<file path="src/rtl/core/aoxrt_pkg.sv">
// Shared constants and types for the alternating OR/XOR reduction tree.
package aoxrt_pkg;

    // Tree depth and stored word width.
    localparam int LEVELS      = 10;
    localparam int VALUE_WIDTH = 32;

    // Fixed widths of the port fields.
    localparam int INDEX_W = 10;
    localparam int ROOT_W  = 32;

    // Number of leaves; also the number of addresses the clearing pass walks.
    localparam int LEAF_COUNT = 1 << LEVELS;

    typedef logic [LEVELS-1:0]      t_idx;
    typedef logic [VALUE_WIDTH-1:0] t_value;

    // One word handed from a cell to the next one up the tree.
    typedef struct packed {
        logic   valid;
        t_idx   idx;
        t_value value;
    } t_hop;

endpackage

</file>
<file path="src/rtl/core/aoxrt_cell.sv">
// One tree level: combines the updated node with its sibling and hands the parent up.
module aoxrt_cell (
    input  logic                 i_clk,
    input  logic                 i_rst_n,
    input  logic                 i_is_or,
    input  aoxrt_pkg::t_hop      i_hop,
    input  aoxrt_pkg::t_value    i_sibling,
    output aoxrt_pkg::t_hop      o_hop
);

    logic                r_valid;
    aoxrt_pkg::t_idx     r_idx;
    aoxrt_pkg::t_value   r_value;
    aoxrt_pkg::t_value   n_value;

    // Parent value: OR at odd heights, XOR at even heights.
    always_comb begin
        if (i_is_or) begin
            n_value = i_hop.value | i_sibling;
        end else begin
            n_value = i_hop.value ^ i_sibling;
        end
    end

    // Valid flag travels with the word.
    always_ff @(posedge i_clk) begin
        if (!i_rst_n) begin
            r_valid <= 1'b0;
        end else begin
            r_valid <= i_hop.valid;
        end
    end

    // The parent's index is the child's index shifted down by one.
    always_ff @(posedge i_clk) begin
        if (i_hop.valid) begin
            r_idx   <= i_hop.idx >> 1;
            r_value <= n_value;
        end
    end

    assign o_hop.valid = r_valid;
    assign o_hop.idx   = r_idx;
    assign o_hop.value = r_value;

endmodule

</file>
<file path="config.mk">
export PLATFORM = sky130hd
export DESIGN_NAME = aoxrt_cell
export DESIGN_NICKNAME = d
export VERILOG_FILES = /design/src/rtl/core/aoxrt_pkg.sv /design/src/rtl/core/aoxrt_cell.sv
export SDC_FILE = /design/constraint.sdc
export NUM_CORES = 1
export LEC_CHECK = 0
export ABC_AREA = 0
export BUFFER_PORTS_ARGS = -buffer_cell sky130_fd_sc_hd__clkbuf_2
export CAP_MARGIN = 20
export CORE_ASPECT_RATIO = 0.6
export CORE_MARGIN = 2
export CORE_UTILIZATION = 46
export DETAILED_ROUTE_END_ITERATION = 16
export PLACE_DENSITY = 0.79
export SYNTH_ARGS = -nofsm -noshare
export SYNTH_HDL_FRONTEND = slang
export SYNTH_SLANG_ARGS = --single-unit
export TNS_END_PERCENT = 20
</file>
<file path="constraint.sdc">
create_clock -name i_clk -period 0.85 [get_ports i_clk]
set_input_delay 0.1275 -clock i_clk [delete_from_list [all_inputs] [get_ports i_clk]]
set_output_delay 0.1275 -clock i_clk [all_outputs]
set_load 0.05 [all_outputs]
</file>
==> impl_metrics.json <==
{
  "outcome": "finished with violations",
  "violations": "negative setup slack",
  "slowest_delay_ns": 0.42,
  "cts.path.max_buffers": 2,
  "row_count": 20,
  "cp.arrival_ns": 0.90,
  "viasPerCell": 4.316,
  "cts_tree": "yes",
  "rsz0062_at_grt": "yes",
  "stdcell_count": 402,
  "drive_gt1_share_pct": 39.58,
  "synth_cells": 210,
  "htree_levels": 2,
  "antenna_found_initial": 0,
  "cp_max_fo": 1,
  "path_class": "reg2out",
  "dpl_cell_area_um2": 3088,
  "hold_violations": 0,
  "core_region_area_um2": 5080,
  "fin_ws_ns": -0.1753,
  "seq_area_um2": 1252,
  "initial_core_util_pct": 47.76,
  "layout_common_cells": "inv_1, clkbuf_2, edfxtp_1",
  "numClockSinks": 42,
  "dp_cells": 393,
  "wl_met1_um": 1807,
  "grtUsageTotal_pct": 17.27,
  "path_cells": "clkbuf_8",
  "netlist.area_leader.share_pct": 50.75,
  "clkTransAtPathRegs_ns": 0.08,
  "yosysSeqAreaShare_pct": 51.57,
  "grt_max_degree": 23,
  "worstSetupEndpointType": "output port",
  "maxUsedRoutingLayer": "met4",
  "yosysWarnings": 0,
  "drc": 0,
  "drt_wl_total_um": 4968,
  "ios": 121,
  "vias": 1735,
  "period_share_pct": 120.6,
  "critPathTopFamily": "flip-flops",
  "period_needed_ns": 1.025,
  "final_area_um2": 3578,
  "grt_pass1_wl_um": 7935,
  "syn_nets": 320,
  "setup_viol": 42,
  "slew_violations": 0,
  "fill_cells": 374,
  "drt_iter0_drc": 32,
  "slowest_stage": "edfxtp_1",
  "p_per_area_nw_per_um2": 1637,
  "crit_buf_inv": 1,
  "gr-total-overflow": 0,
  "first_pass_iters": 4,
  "synth.area.top_cells": "edfxtp_1, ha_1, inv_1, mux2i_1, buf_12",
  "post_drt_wl_per_cell_um": 12.36,
  "cts_inserted_buffers": 5,
  "crit_start": "r_idx[0]$_DFFE_PP_",
  "grt_pass1_vias": 1822,
  "final_net_count": 445,
  "peakVddDrop_mv": 0.7540,
  "synth-seq-cells": 42,
  "place_hpwl_um": 3691,
  "yosysTopAreaCell": "edfxtp_1",
  "die_area_um2": 5890,
  "clock.fmax_mhz": 975.3,
  "io_buffer_count": 118,
  "hp-start": "i_hop[41]",
  "min_path_type": "in2reg",
  "drv_cap": 0,
  "netlist_area_um2": 2426,
  "dr_wl_met2_um": 2625,
  "min_to": "r_idx[8]$_DFFE_PP_",
  "synth_cell_types": 12,
  "root_buffer": "clkbuf_8",
  "dr_wl_met3_um": 511,
  "multi_input_area_um2": 732.0,
  "die_w_um": 97.76,
  "drtAntennaViolNets": 0,
  "p_leak_uw": 0.002065,
  "cp-start-kind": "flip-flop",
  "fin_util_pct": 70.44,
  "gp_congestion": 0.7308,
  "hold_depth": 1,
  "final_common_cell": "inv_1",
  "antenna_cells": 0,
  "syn_avg_cell_area_um2": 11.55,
  "crit_required_ns": 0.72,
  "die_y_um": 60.26,
  "area_growth_pct": 47.50
}
[synthesized netlist by cell type]
library cell  number
a21oi_1            1
and2_1             1
buf_12             3
buf_4              2
buf_6              1
conb_1             1
dfxtp_1            1
edfxtp_1          41
ha_1              32
inv_1             95
mux2i_1           31
nor2_2             1
[how the worst max path moves through the flow]
stage | to | depth (start not counted)
final | o_hop[32] | 1
after global routing | o_hop[32] | 1
after CTS | o_hop[24] | 1
after detailed placement | r_value[15]$_DFFE_PP_ | 5
after global placement | r_value[15]$_DFFE_PP_ | 5
after floorplan | r_value[15]$_DFFE_PP_ | 4
[per-stage QoR]
stage | hold slack [ns] | worst slack, ns | TNS, ns | total power, µW
global placement | 0.3046 | -0.04778 | -0.5864 | 4141
global route | 0.0002576 | -0.2040 | -7.065 | 6132
floorplan | 0.2264 | 0.05559 | 0 | 3728
CTS | 0.001954 | -0.1859 | -6.059 | 5865
finish | 0.01789 | -0.1753 | -5.653 | 5857
detailed placement | 0.3066 | -0.06753 | -1.248 | 4200
[where the power goes]
part	total [µW]	switching [µW]	internal (µW)
combinational	1900	1110	795
sequential	2620	98.8	2520
clock	1330	679	653
total	5860	1890	3970
[metal layers]
layer	GRT usage [%]	vias to the layer above
met5	0	-
met4	2.381	0
met1	17.87	770
li1	-	882
met2	34.29	79
met3	7.251	4
[what timing repair did]
item	4_1_cts	5_1_grt
gates resized for setup	85	13
setup buffers	0	0
pin swaps	0	0
setup endpoints to repair	42	42
endpoints found under the hold margin	0	1
hold buffers	0	1
gates cloned	0	0
[cell type report]
class | instances | area share, %
clock inverters | 2 | 0.3497
well taps | 66 | 2.308
repair buffers | 124 | 29.62
inverters | 95 | 9.965
multi-input cells | 67 | 20.45
flip-flops and latches | 42 | 35.00
clock buffers | 6 | 2.308
[registers in the layout, indices dropped and copies added, names as in the netlist]
name,flops
r_valid,1
r_value,32
r_idx,9
[kinds of logic (layout without fill, tap and decap cells)]
family / after synthesis / count (layout) / share of synthesized area (%)
buffers and inverters: 101 / 227 / 18.26
DFF: 42 / 42 / 51.57
adders and majority gates: 32 / 32 / 16.50
muxes: 31 / 31 / 12.79
and+or+nand+nor: 2 / 2 / 0.5161
other: 1 / 1 / 0.1546
AOI/OAI and AO/OA: 1 / 1 / 0.2061
Note: power is estimated with default switching activity, not from simulation.
